$ cat config.mk
export PLATFORM = sky130hd
export DESIGN_NAME = motor_angle_speed_estimator_unit
export DESIGN_NICKNAME = d
export VERILOG_FILES = /design/src/mase_pkg.sv /design/src/mase_div.sv /design/src/motor_angle_speed_estimator_unit.sv
export SDC_FILE = /design/constraint.sdc
export NUM_CORES = 2
export LEC_CHECK = 0
export ABC_CLOCK_PERIOD_IN_PS = 7950
export BUFFER_PORTS_ARGS = -buffer_cell sky130_fd_sc_hd__buf_2
export CAP_MARGIN = 25
export CORE_ASPECT_RATIO = 1.5
export CORE_MARGIN = 5
export CORE_UTILIZATION = 43
export CTS_CLUSTER_SIZE = 16
export DETAILED_ROUTE_END_ITERATION = 7
export PLACE_DENSITY_LB_ADDON = 0.08
export SETUP_SLACK_MARGIN = 0.15
export SLEW_MARGIN = 0
export SYNTH_ARGS = -nofsm -noshare
export SYNTH_HDL_FRONTEND = slang
export SYNTH_SLANG_ARGS = --single-unit
$ cat constraint.sdc
create_clock -name aclk -period 7.95 [get_ports aclk]
set_input_delay 0.3975 -clock aclk [delete_from_list [all_inputs] [get_ports aclk]]
set_output_delay 0.3975 -clock aclk [all_outputs]
set_load 0.02 [all_outputs]
$ cat src/mase_pkg.sv
`default_nettype none

package mase_pkg;

    // Field widths
    localparam int unsigned COUNT_W   = 16;
    localparam int unsigned TIME_W    = 64;
    localparam int unsigned ANGLE_W   = 16;
    localparam int unsigned POLE_W    = 6;
    localparam int unsigned SPEED_W   = 26;
    localparam int unsigned S_DATA_W  = 80;
    localparam int unsigned M_DATA_W  = 64;

    // Configuration port
    localparam int unsigned CFG_IDX_W  = 3;
    localparam int unsigned CFG_DATA_W = 16;

    typedef enum logic [CFG_IDX_W-1:0] {
        CFG_ENC_RESOLUTION = 3'd0,
        CFG_POLE_PAIRS     = 3'd1,
        CFG_ADVANCE_ANGLE  = 3'd2,
        CFG_REVERSE_DIR    = 3'd3,
        CFG_MIN_ANGLE_STEP = 3'd4
    } cfg_idx_t;

    localparam logic [ANGLE_W-1:0] RES_RESET      = 16'd16384;
    localparam logic [POLE_W-1:0]  POLES_RESET    = 6'd7;
    localparam logic [ANGLE_W-1:0] ADVANCE_RESET  = 16'd16384;
    localparam logic [ANGLE_W-1:0] MIN_STEP_RESET = 16'd10923;

    // Speed averaging ring
    localparam int unsigned AVG_DEPTH = 8;
    localparam int unsigned POS_W     = (AVG_DEPTH > 1) ? $clog2(AVG_DEPTH) : 1;
    localparam int unsigned SUM_W     = SPEED_W + $clog2(AVG_DEPTH);
    localparam logic [POS_W-1:0] POS_LAST = POS_W'(AVG_DEPTH - 1);

    typedef logic signed [SPEED_W-1:0] speed_t;
    typedef logic signed [SUM_W-1:0]   sum_t;

    // Serial divider
    localparam int unsigned DIV_W = 32;
    localparam int unsigned CNT_W = $clog2(DIV_W + 1);

    // count*pole_pairs, its bits fed to the divider
    localparam int unsigned PROD_W      = COUNT_W + POLE_W;
    localparam int unsigned MOD_ITERS   = PROD_W;
    localparam int unsigned FRAC_ITERS  = ANGLE_W;
    // |diff|*60e6/65536 stays below 2^25
    localparam int unsigned RATE_ITERS  = 25;
    localparam int unsigned AVG_ITERS   = SUM_W;

    // 60 s/min times 1e6 us/s
    localparam int unsigned RPM_NUM_W = 26;
    localparam logic [RPM_NUM_W-1:0] RPM_NUM = 26'd60000000;
    localparam int unsigned MULT_W = ANGLE_W + RPM_NUM_W;

    localparam logic [ANGLE_W-1:0] HALF_TURN = 16'h8000;

    typedef struct packed {
        logic             start;
        logic [CNT_W-1:0] iters;
        logic [DIV_W-1:0] rem_init;
        logic [DIV_W-1:0] dividend;
        logic [DIV_W-1:0] divisor;
    } div_req_t;

    typedef struct packed {
        logic             done;
        logic [DIV_W-1:0] quot;
        logic [DIV_W-1:0] rem;
    } div_rsp_t;

    typedef enum logic [8:0] {
        ST_IDLE  = 9'b000000001,
        ST_MOD   = 9'b000000010,
        ST_FRAC  = 9'b000000100,
        ST_EVAL  = 9'b000001000,
        ST_MUL   = 9'b000010000,
        ST_RATE  = 9'b000100000,
        ST_SCALE = 9'b001000000,
        ST_AVG   = 9'b010000000,
        ST_DONE  = 9'b100000000
    } state_t;

endpackage

`default_nettype wire

$ cat src/mase_div.sv
`default_nettype none

// Unsigned restoring divider, one quotient bit a cycle. The dividend is
// taken MSB first; the partial remainder may be preloaded.
module mase_div (
    input  wire logic               aclk,
    input  wire logic               aresetn,
    input  wire mase_pkg::div_req_t div_req,
    output mase_pkg::div_rsp_t      div_rsp
);
    import mase_pkg::*;

    logic             busy_reg;
    logic             done_reg;
    logic [CNT_W-1:0] cnt_reg;
    logic [DIV_W-1:0] rem_reg;
    logic [DIV_W-1:0] dvd_reg;
    logic [DIV_W-1:0] dvs_reg;
    logic [DIV_W-1:0] quot_reg;

    logic [DIV_W:0]   trial;
    logic [DIV_W:0]   trial_diff;
    logic             take;

    // Shift in the next dividend bit and try the subtraction
    assign trial      = {rem_reg, dvd_reg[DIV_W-1]};
    assign trial_diff = trial - {1'b0, dvs_reg};
    assign take       = !trial_diff[DIV_W];

    always_ff @(posedge aclk) begin
        if (!aresetn) begin
            busy_reg <= 1'b0;
            done_reg <= 1'b0;
            cnt_reg  <= '0;
        end else begin
            done_reg <= 1'b0;
            if (div_req.start) begin
                busy_reg <= (div_req.iters != '0);
                done_reg <= (div_req.iters == '0);
                cnt_reg  <= div_req.iters;
            end else if (busy_reg) begin
                cnt_reg <= cnt_reg - CNT_W'(1);
                if (cnt_reg == CNT_W'(1)) begin
                    busy_reg <= 1'b0;
                    done_reg <= 1'b1;
                end
            end
        end
    end

    always_ff @(posedge aclk) begin
        if (div_req.start) begin
            rem_reg  <= div_req.rem_init;
            dvd_reg  <= div_req.dividend;
            dvs_reg  <= div_req.divisor;
            quot_reg <= '0;
        end else if (busy_reg) begin
            rem_reg  <= take ? trial_diff[DIV_W-1:0] : trial[DIV_W-1:0];
            dvd_reg  <= {dvd_reg[DIV_W-2:0], 1'b0};
            quot_reg <= {quot_reg[DIV_W-2:0], take};
        end
    end

    assign div_rsp.done = done_reg;
    assign div_rsp.quot = quot_reg;
    assign div_rsp.rem  = rem_reg;

    assert property (@(posedge aclk) disable iff (!aresetn)
        div_req.start |-> !busy_reg)
        else $error("divider restarted while busy");

    assert property (@(posedge aclk) disable iff (!aresetn)
        done_reg |-> !busy_reg)
        else $error("divider done while still iterating");

    assert property (@(posedge aclk) disable iff (!aresetn)
        (busy_reg && cnt_reg == CNT_W'(1) && !div_req.start) |=> done_reg)
        else $error("divider missed its done pulse");

endmodule

`default_nettype wire

$ cat src/motor_angle_speed_estimator_unit.sv
// Encoder angle and speed estimator. Each word on the s_ side carries an
// encoder count and a microsecond timestamp; one word comes out on the m_
// side for every word taken in, with the electrical angle
// ((count*pole_pairs) mod enc_resolution)*65536/enc_resolution, the drive
// phase (angle minus advance_angle, or plus it when reverse_dir is set,
// both mod 65536), the signed average electrical rpm over the last
// AVG_DEPTH speed samples (ring cleared at reset) and a flag that says
// whether this word added a sample. A sample is taken only when the wrapped
// angle change since the last sample reaches min_angle_step; the interval
// since then is clamped to 1..2^32-1 us. All divisions run through one
// bit-serial restoring divider, one quotient bit a cycle, and that divider
// sets the rate: each word runs the modulo and fraction divisions for
// the angle (skipped with enc_resolution zero), and a word that takes a
// sample also runs the rate division and the ring-sum division for the
// average. One word is worked on at a time; a finished result waits in
// the output register while the next word is taken. Configuration words
// are accepted at any time out of reset but must only be sent while no
// word is in flight.
`default_nettype none

module motor_angle_speed_estimator_unit (
    input  wire logic                            aclk,
    input  wire logic                            aresetn,
    // Configuration write channel
    input  wire logic                            cfg_valid,
    output logic                                 cfg_ready,
    input  wire logic [mase_pkg::CFG_IDX_W-1:0]  cfg_index,
    input  wire logic [mase_pkg::CFG_DATA_W-1:0] cfg_data,
    // Input stream
    input  wire logic                            s_tvalid,
    output logic                                 s_tready,
    // [15:0] enc_count, [79:16] time_us
    input  wire logic [mase_pkg::S_DATA_W-1:0]   s_tdata,
    // Result stream
    output logic                                 m_tvalid,
    input  wire logic                            m_tready,
    // [15:0] elec_angle, [31:16] drive_phase, [57:32] speed_rpm, [63:58] zero
    output logic [mase_pkg::M_DATA_W-1:0]        m_tdata,
    // [0] speed_updated
    output logic                                 m_tuser
);
    import mase_pkg::*;

    // Configuration registers
    logic [ANGLE_W-1:0] enc_res_reg;
    logic [POLE_W-1:0]  pole_pairs_reg;
    logic [ANGLE_W-1:0] advance_reg;
    logic               reverse_reg;
    logic [ANGLE_W-1:0] min_step_reg;

    // Control and estimator state
    state_t             state_reg;
    state_t             state_next;
    logic [ANGLE_W-1:0] last_angle_reg;
    logic [TIME_W-1:0]  last_time_reg;
    speed_t             ring_reg [AVG_DEPTH];
    logic [POS_W-1:0]   ring_pos_reg;
    sum_t               sum_reg;
    sum_t               sum_next;
    speed_t             avg_reg;
    logic               m_tvalid_reg;

    // Per-word working registers
    logic [TIME_W-1:0]  time_reg;
    logic [ANGLE_W-1:0] angle_reg;
    logic [ANGLE_W-1:0] phase_reg;
    logic               neg_reg;
    logic [ANGLE_W-1:0] mag_reg;
    logic               upd_reg;
    logic [DIV_W-1:0]   interval_reg;
    logic               sum_neg_reg;
    logic [M_DATA_W-1:0] m_tdata_reg;
    logic               m_tuser_reg;

    // Datapath nets
    logic               in_accept;
    logic               out_load;
    logic [PROD_W-1:0]  prod_in;
    logic [ANGLE_W-1:0] raw_diff;
    logic               diff_neg;
    logic [ANGLE_W-1:0] diff_mag;
    logic               diff_upd;
    logic [TIME_W-1:0]  delta_t;
    logic [DIV_W-1:0]   interval_sat;
    logic [ANGLE_W-1:0] phase_calc;
    logic [MULT_W-1:0]  rate_prod;
    logic [RATE_ITERS-1:0] rate_num;
    speed_t             quot_mag;
    speed_t             sample;
    logic [SUM_W-1:0]   sum_mag;
    div_req_t           div_req;
    div_rsp_t           div_rsp;

    // Hold both ready lines low while in reset
    assign cfg_ready = aresetn;
    assign s_tready  = (state_reg == ST_IDLE) && aresetn;
    assign in_accept = s_tvalid && s_tready;
    assign out_load  = (state_reg == ST_DONE) && (!m_tvalid_reg || m_tready);

    assign m_tvalid = m_tvalid_reg;
    assign m_tdata  = m_tdata_reg;
    assign m_tuser  = m_tuser_reg;

    // count * pole_pairs straight off the input word
    assign prod_in = PROD_W'(s_tdata[COUNT_W-1:0]) * PROD_W'(pole_pairs_reg);

    // Wrapped signed angle change; exactly half a turn counts as positive
    assign raw_diff = angle_reg - last_angle_reg;
    assign diff_neg = raw_diff > HALF_TURN;
    assign diff_mag = diff_neg ? (ANGLE_W'(0) - raw_diff) : raw_diff;
    assign diff_upd = diff_mag >= min_step_reg;

    // Interval clamped to 1 .. 2^32-1 us
    assign delta_t = time_reg - last_time_reg;
    always_comb begin
        if (delta_t == '0) begin
            interval_sat = DIV_W'(1);
        end else if (delta_t[TIME_W-1:DIV_W] != '0) begin
            interval_sat = '1;
        end else begin
            interval_sat = delta_t[DIV_W-1:0];
        end
    end

    assign phase_calc = reverse_reg ? (angle_reg + advance_reg) : (angle_reg - advance_reg);

    // |diff|*60e6, then drop the 65536 of the divisor here: floor of floor
    assign rate_prod = MULT_W'(mag_reg) * MULT_W'(RPM_NUM);
    assign rate_num  = rate_prod[ANGLE_W +: RATE_ITERS];

    assign quot_mag = SPEED_W'(div_rsp.quot[RATE_ITERS-1:0]);
    assign sample   = neg_reg ? (SPEED_W'(0) - quot_mag) : quot_mag;

    // Running sum: drop the oldest sample, add the new one
    assign sum_next = sum_reg - SUM_W'(ring_reg[ring_pos_reg]) + SUM_W'(sample);
    assign sum_mag  = sum_reg[SUM_W-1] ? (SUM_W'(0) - sum_reg) : sum_reg;

    // Sequencer and divider requests
    always_comb begin
        state_next = state_reg;
        div_req    = '0;
        unique case (state_reg)
            ST_IDLE: begin
                if (s_tvalid) begin
                    if (enc_res_reg != '0) begin
                        div_req.start    = 1'b1;
                        div_req.iters    = CNT_W'(MOD_ITERS);
                        div_req.dividend = DIV_W'(prod_in) << (DIV_W - PROD_W);
                        div_req.divisor  = DIV_W'(enc_res_reg);
                        state_next       = ST_MOD;
                    end else begin
                        state_next = ST_EVAL;
                    end
                end
            end
            ST_MOD: begin
                // Remainder seeds the fraction division
                if (div_rsp.done) begin
                    div_req.start    = 1'b1;
                    div_req.iters    = CNT_W'(FRAC_ITERS);
                    div_req.rem_init = div_rsp.rem;
                    div_req.divisor  = DIV_W'(enc_res_reg);
                    state_next       = ST_FRAC;
                end
            end
            ST_FRAC: begin
                if (div_rsp.done) begin
                    state_next = ST_EVAL;
                end
            end
            ST_EVAL: begin
                state_next = diff_upd ? ST_MUL : ST_DONE;
            end
            ST_MUL: begin
                div_req.start    = 1'b1;
                div_req.iters    = CNT_W'(RATE_ITERS);
                div_req.dividend = DIV_W'(rate_num) << (DIV_W - RATE_ITERS);
                div_req.divisor  = interval_reg;
                state_next       = ST_RATE;
            end
            ST_RATE: begin
                if (div_rsp.done) begin
                    state_next = ST_SCALE;
                end
            end
            ST_SCALE: begin
                div_req.start    = 1'b1;
                div_req.iters    = CNT_W'(AVG_ITERS);
                div_req.dividend = DIV_W'(sum_mag) << (DIV_W - SUM_W);
                div_req.divisor  = DIV_W'(AVG_DEPTH);
                state_next       = ST_AVG;
            end
            ST_AVG: begin
                if (div_rsp.done) begin
                    state_next = ST_DONE;
                end
            end
            ST_DONE: begin
                // Hold until the output register is free
                if (!m_tvalid_reg || m_tready) begin
                    state_next = ST_IDLE;
                end
            end
            default: begin
                state_next = ST_IDLE;
            end
        endcase
    end

    mase_div u_div (
        .aclk    (aclk),
        .aresetn (aresetn),
        .div_req (div_req),
        .div_rsp (div_rsp)
    );

    // Control state, configuration and estimator history
    always_ff @(posedge aclk) begin
        if (!aresetn) begin
            enc_res_reg    <= RES_RESET;
            pole_pairs_reg <= POLES_RESET;
            advance_reg    <= ADVANCE_RESET;
            reverse_reg    <= 1'b0;
            min_step_reg   <= MIN_STEP_RESET;
            state_reg      <= ST_IDLE;
            last_angle_reg <= '0;
            last_time_reg  <= '0;
            for (int i = 0; i < AVG_DEPTH; i++) begin
                ring_reg[i] <= '0;
            end
            ring_pos_reg   <= '0;
            sum_reg        <= '0;
            avg_reg        <= '0;
            m_tvalid_reg   <= 1'b0;
        end else begin
            state_reg <= state_next;

            if (cfg_valid && cfg_ready) begin
                unique case (cfg_index)
                    CFG_ENC_RESOLUTION: enc_res_reg    <= cfg_data;
                    CFG_POLE_PAIRS:     pole_pairs_reg <= cfg_data[POLE_W-1:0];
                    CFG_ADVANCE_ANGLE:  advance_reg    <= cfg_data;
                    CFG_REVERSE_DIR:    reverse_reg    <= cfg_data[0];
                    CFG_MIN_ANGLE_STEP: min_step_reg   <= cfg_data;
                    default: ;
                endcase
            end

            // Commit the new sample and advance the ring
            if (state_reg == ST_RATE && div_rsp.done) begin
                ring_reg[ring_pos_reg] <= sample;
                sum_reg                <= sum_next;
                ring_pos_reg           <= (ring_pos_reg == POS_LAST) ?
                                          '0 : ring_pos_reg + POS_W'(1);
                last_angle_reg         <= angle_reg;
                last_time_reg          <= time_reg;
            end

            // Average truncates toward zero: divide the magnitude
            if (state_reg == ST_AVG && div_rsp.done) begin
                avg_reg <= sum_neg_reg ? (SPEED_W'(0) - quot_mag) : quot_mag;
            end

            if (out_load) begin
                m_tvalid_reg <= 1'b1;
            end else if (m_tready) begin
                m_tvalid_reg <= 1'b0;
            end
        end
    end

    // Per-word payload
    always_ff @(posedge aclk) begin
        if (in_accept) begin
            time_reg <= s_tdata[COUNT_W +: TIME_W];
            if (enc_res_reg == '0) begin
                angle_reg <= '0;
            end
        end
        if (state_reg == ST_FRAC && div_rsp.done) begin
            angle_reg <= div_rsp.quot[ANGLE_W-1:0];
        end
        if (state_reg == ST_EVAL) begin
            phase_reg    <= phase_calc;
            neg_reg      <= diff_neg;
            mag_reg      <= diff_mag;
            upd_reg      <= diff_upd;
            interval_reg <= interval_sat;
        end
        if (state_reg == ST_SCALE) begin
            sum_neg_reg <= sum_reg[SUM_W-1];
        end
        if (out_load) begin
            m_tdata_reg <= M_DATA_W'({avg_reg, phase_reg, angle_reg});
            m_tuser_reg <= upd_reg;
        end
    end

    assert property (@(posedge aclk) disable iff (!aresetn)
        (s_tvalid && s_tready) |=> !s_tready)
        else $error("second word taken while one is in flight");

    assert property (@(posedge aclk) disable iff (!aresetn)
        div_rsp.done |-> (state_reg == ST_MOD || state_reg == ST_FRAC ||
                          state_reg == ST_RATE || state_reg == ST_AVG))
        else $error("divider finished outside a waiting state");

    assert property (@(posedge aclk) disable iff (!aresetn)
        !(state_reg == ST_RATE && div_rsp.done) |=>
            ($stable(ring_pos_reg) && $stable(last_time_reg) && $stable(sum_reg)))
        else $error("speed history changed without a new sample");

    assert property (@(posedge aclk) disable iff (!aresetn)
        out_load |=> (m_tvalid && state_reg == ST_IDLE))
        else $error("result not presented after completion");

endmodule

`default_nettype wire
* Yosys cells after proc, flatten, opt, wreduce, memory -nomap -nowiden
Memories as Yosys holds them, arrays and structs flattened. A register that Yosys moved wholly into a read port is not among the register bits. Index checks and enable logic that the tools add are counted.
Operators by class: add/sub/neg operators 12, multiply operators 2, $lt $le $gt $ge 2, equality and inequality tests 22, mux-type cells 53, reductions and logical operators 31
Operators with widths (count):
- two-way mux 32 bit | 7
- two-way mux 64 bit | 2
- one-hot mux 32 bit (4 select lines) | 1
- two-way mux 16 bit | 6
- one-hot mux 32 bit (3 select lines) | 1
- one-hot mux 9 bit (9 select lines) | 1
- two-way mux 26 bit | 3
- logical NOT 64 bit | 1
- subtractor 64 bit | 1
- two-way mux 9 bit | 7
- two-way mux 39 bit | 1
- multiplier 16 x 18 -> 33 bit, second input constant | 1
- subtractor 33 x 32 -> 33 bit | 1
- nonzero test 32 bit | 1
- subtractor 16 bit | 2
- adder 29 x 26 -> 29 bit | 1
- two-way mux 29 bit | 1
- subtractor 1 x 29 -> 29 bit, first input constant | 1
- subtractor 29 x 26 -> 29 bit | 1
- one-hot mux 7 bit (4 select lines) | 1
- OR reduction 26 bit | 1
- subtractor 1 x 25 -> 26 bit, first input constant | 1
- multiplier 16 x 6 -> 22 bit | 1
- adder 16 bit | 1
- other kinds (38) | 77
Storage, ports and cells: register bits after elaboration 538, bits in writable memories 208, input port bits 104, output and inout bits 68, logic and storage cells 153, memories kept 1
Memory list:
- ring_reg | words 8, width 26, rd ports 1, clocked after memory_dff 1, wr ports 8, RTL line motor_angle_speed_estimator_unit.sv:56 | speed_t ring_reg [AVG_DEPTH];

* Depth between registers and ports, before layout
word-level depth 7, gate-level depth with buffers 28, mapped depth without buffers 28

* Modules after synthesis
Synthesis repeated with hierarchy kept, for this count alone.
Second synthesis, totals: cell total of the unflattened synthesis 4995, area, all modules 49020.8 um2
By module, submodules not included:
- motor_angle_speed_estimator_unit | instances 1, cells each 4290, area an instance 41527.3 um2, seq. area each 16555.9 um2
- mase_div | instances 1, cells each 705, area an instance 7493.4 um2, seq. area each 3683.5 um2

* Worst setup path after synthesis
No wires, ideal clock.
kind register to register, start point register mag_reg[5], end point register u_div.dvd_reg[30], data pin, library setup time 0.266 ns, data arrival time 6.203 ns, data required time 7.684 ns, slack 1.481 ns, cell stages (with the launch flop) 23, buffers on the path 0, period minus slack after synthesis 6.469 ns, path through edfxtp_1 > fa_1 > inv_1 > fa_1 > inv_1 > ha_1 > fa_1 > fa_1 > inv_1 > fa_1 > inv_1 > ha_1 > or3_1 > or2_2 > o2111a_1 > a211o_1 > a31oi_1 > a21oi_1 > a21oi_1 > nor3_1 > a311o_1 > a221oi_1 > o21ai_1
Between the ends: longest elaborated chain between the ends 3
RTL lines:
- from (decl) | RTL line motor_angle_speed_estimator_unit.sv:68 | logic [ANGLE_W-1:0] mag_reg;
- from (signal assigned) | RTL line motor_angle_speed_estimator_unit.sv:286 | mag_reg <= diff_mag;
- multiplier 16 x 18 -> 33 bit | RTL line motor_angle_speed_estimator_unit.sv:128 | assign rate_prod = MULT_W'(mag_reg) * MULT_W'(RPM_NUM);
- one-hot mux 32 bit (3 select lines) | RTL line motor_angle_speed_estimator_unit.sv:142 | unique case (state_reg)
- two-way mux 32 bit | RTL line mase_div.sv:52 | if (div_req.start) begin
- to (signal assigned) | RTL line mase_div.sv:54 | dvd_reg <= div_req.dividend;
- to (signal assigned) | RTL line mase_div.sv:59 | dvd_reg <= {dvd_reg[DIV_W-2:0], 1'b0};
- to (decl) | RTL line mase_div.sv:17 | logic [DIV_W-1:0] dvd_reg;
Every way passes these cells. A chain may end at the register's enable or synchronous reset.

* Worst setup path in the final report
start point register mag_reg[4], end point register u_div.dvd_reg[30], data pin
Same word-level chain as after synthesis.

==> key figures <==
Logic synthesis
  • Number of synthesized register bits: 746
  • Yosys Warn Count: 0
  • Yosys top cell area share: 0.3202
  • Synth cell types: 98
  • Area leader, netlist: edfxtp_1
  • Post-synth top cells: nand2_1 (596), edfxtp_1 (507), inv_1 (484), nor2_1 (453), a21oi_1 (343)
  • Count leader, synth: nand2_1
  • Ys async rst share: 0
  • Syn_area_per_cell: 9.846 um^2
  • Syn Std Cell Area: 47,550 um^2
  • Post-synthesis sequential area ratio: 0.4208
  • Synth top area cells: edfxtp_1 (32%), dfxtp_1 (10%), ha_1 (9.0%), fa_1 (7.2%), nand2_1 (4.7%)
  • Syn Inst Count: 4,830
  • Post-synth EDFFs: 507
  • Primary FF master, synth: edfxtp_1

Flow run
  • Maxcap violations: 0

Floorplanning
  • Die ar.: 117,500 um^2
  • Core ar.: 110,000 um^2
  • Die W: 281.5 um
  • Die H: 417.3 um
  • Io pins: 172
  • Starting density of the core: 0.4323
  • FP Rows: 149

Power and ir drop
  • VDD IR max: 0.1704 mV
  • Pwr Density: 230.9 nW/um^2
  • Tot Pwr: 12,260 uW
  • Pleak: 0.02116 uW

STA
  • Final max-slew violation count: 0
  • Setup Skew: 28.73 ps
  • Tmin final: 7028 ps
  • Worst slew pin tran: 1065 ps
  • Unrepaired setup endpoints after global routing: no
  • Max Clk Rate: 142.3 MHz
  • Slew margin rel.: 0.2897
  • Final count of negative-setup-slack endpoints: 0
  • Final setup TNS: 0 ps
  • Crit share post-route: 0.8840
  • Final Hold Violating Endpoints: 0

Setup path
  • Worst EP required: 8370 ps
  • CP Capture Type: flop
  • Critical path peak fanout: 5
  • Crit path kind: flop to flop
  • Most frequent CP cell: fa_1
  • Setup crit start kind: flop
  • Critical Path AT: 7450 ps
  • CP max stage delay: 600 ps
  • CP max-delay cell: fa_1
  • Crit path cell chain: fa_1, inv_1, fa_1, inv_1, ha_1, fa_1, fa_1, inv_1, fa_1, inv_1, ha_1, or3_1, or2_2, o2111a_1, a211o_1, a31oi_1, a21oi_1, a21oi_1, nor3_1, a311o_1, a221oi_1, o21ai_1

GRT
  • Antenna violations before repair: 1
  • Number of global-route vias before repair: 34,880
  • Largest net degree at the start of global routing: 89
  • First-pass GRT wire length: 203,100 um
  • Gr usage total: 0.2203
  • Total grt overflow: 0

Clock tree
  • Post CTS Setup Buffer Count: 0
  • Max Root-Sink Buffers: 3
  • Root Buffer Master: clkbuf_16
  • Htree depth: 3
  • CTS tree: done
  • CTS Sinks: 746
  • Clock Latency Late Sink: 670 ps
  • Reg clk slew, reported paths: 70 ps
  • TritonCTS Buffers: 76

Final layout
  • Final instance area: 53,090 um^2
  • # nets final: 5,597
  • Synth-to-layout area growth: 11.65%
  • Layout Cells excl Fill: 6,477
  • Ratio of cells with drive above 1 in the final layout: 0.09974
  • Diode count: 0
  • Max reg flops: 208

Placement
  • DP Cell Count: 6,263
  • Hpwl dp: 96,840 um
  • GP Congestion: 0.8985
  • Cell Area, Placed: 49,860 um^2
  • PortBufs: 165

Drt
  • Wirelength per Cell: 20.24 um
  • DRC viols: 0
  • TritonRoute pass-1 iters: 6
  • Final ANT Viol Nets: 0
  • Via count: 34,960
  • Initial drt markers: 2,063
  • Vias per std cell: 5.397
  • DRT Wirelength: 131,100 um

Outcome
  • Status: finished clean

Worst hold path
  • Worst Hold Class: input port to flop
## report_power, final
group / switching [uW] / internal (uW) / total, uW / leakage [uW]
logic: 2370 / 1540 / 3910 / 0.0131
registers: 182 / 4570 / 4750 / 0.00693
clock network: 1620 / 1980 / 3600 / 0.00117
## per-layer routing
metal | global-route usage | routed length (um)
met5 | 0 | 0
met4 | 0.05529 | 3167
met3 | 0.02383 | 4537
met2 | 0.4029 | 68200
met1 | 0.2778 | 55190
## critical path: cells and delay by family (launching register included)
kind / cells / cell delay (ps)
AOI/OAI and AO/OA: 8 / 2170
DFF: 1 / 500
and+or+nand+nor: 3 / 750
buffers and inverters: 4 / 210
adders and majority gates: 7 / 3180
## final timing paths
kind,to,cells after the start,slack [ps],from
setup / recovery,u_div.dvd_reg[30]$_DFFE_PP_,22,920,mag_reg[4]$_DFFE_PN_
hold / removal,advance_reg[7]$_SDFFE_PN0P_,3,60,cfg_data[7]
setup reg to reg,u_div.dvd_reg[30]$_DFFE_PP_,22,920,mag_reg[4]$_DFFE_PN_
hold reg to reg,m_tdata[25]$_DFFE_PP_,0,420,phase_reg[9]$_DFFE_PN_
## per-stage QoR
step,utilization,setup WS (ps),hold slack [ps]
4_1_cts,0.4821,934.4,4.289
6_report,0.4827,922.2,63.82
3_3_place_gp,0.4526,986.8,401.9
5_1_grt,0.4827,618.8,40.00
2_1_floorplan,-,1481,400.3
3_5_place_dp,0.4533,916.9,405.2
## timing repair
| action | CTS | global route |
|---|---|---|
| gates resized for setup | 0 | 0 |
| hold endpoints to repair | 78 | 0 |
| hold buffers | 71 | 0 |
## final cells by class
cell class	instances	area, um^2
clock inverters	45	461.7
inverters	488	1837
repair buffers	290	2017
well taps	1434	1794
clock buffers	95	1993
fillers	10400	56900
multi-input cells	3379	24970
flip-flops and latches	746	20020
## placed cells by master, fill, tap and decap left out, types with 38 or more instances in the layout
| master | count |
|---|---|
| ha_1 | 342 |
| and2_1 | 40 |
| a21oi_1 | 343 |
| fa_1 | 170 |
| xnor2_1 | 144 |
| a211oi_1 | 47 |
| mux4_2 | 52 |
| nor3_1 | 61 |
| dlygate4sd3_1 | 71 |
| o21ai_0 | 182 |
| a21o_1 | 64 |
| nand2_1 | 585 |
| buf_2 | 165 |
| mux2i_1 | 43 |
| nand4_1 | 46 |
| nand3_1 | 104 |
| dfxtp_1 | 235 |
| nor2_1 | 451 |
| or3_1 | 38 |
| clkbuf_16 | 76 |
| buf_4 | 48 |
| edfxtp_1 | 507 |
| xor2_1 | 113 |
| inv_1 | 483 |
## cells by family after synthesis
kind of cell | Yosys count | share of synthesized area
AND/OR/NAND/NOR | 1549 | 0.1481
other | 1 | 0.00007886
AO/OA/AOI/OAI | 928 | 0.1230
XOR/XNOR | 259 | 0.04844
buffers and inverters | 710 | 0.05733
multiplexers | 125 | 0.04078
adder cells (fa/ha/maj) | 512 | 0.1615
flip-flops | 746 | 0.4208
(Power assumes the default switching activity.)
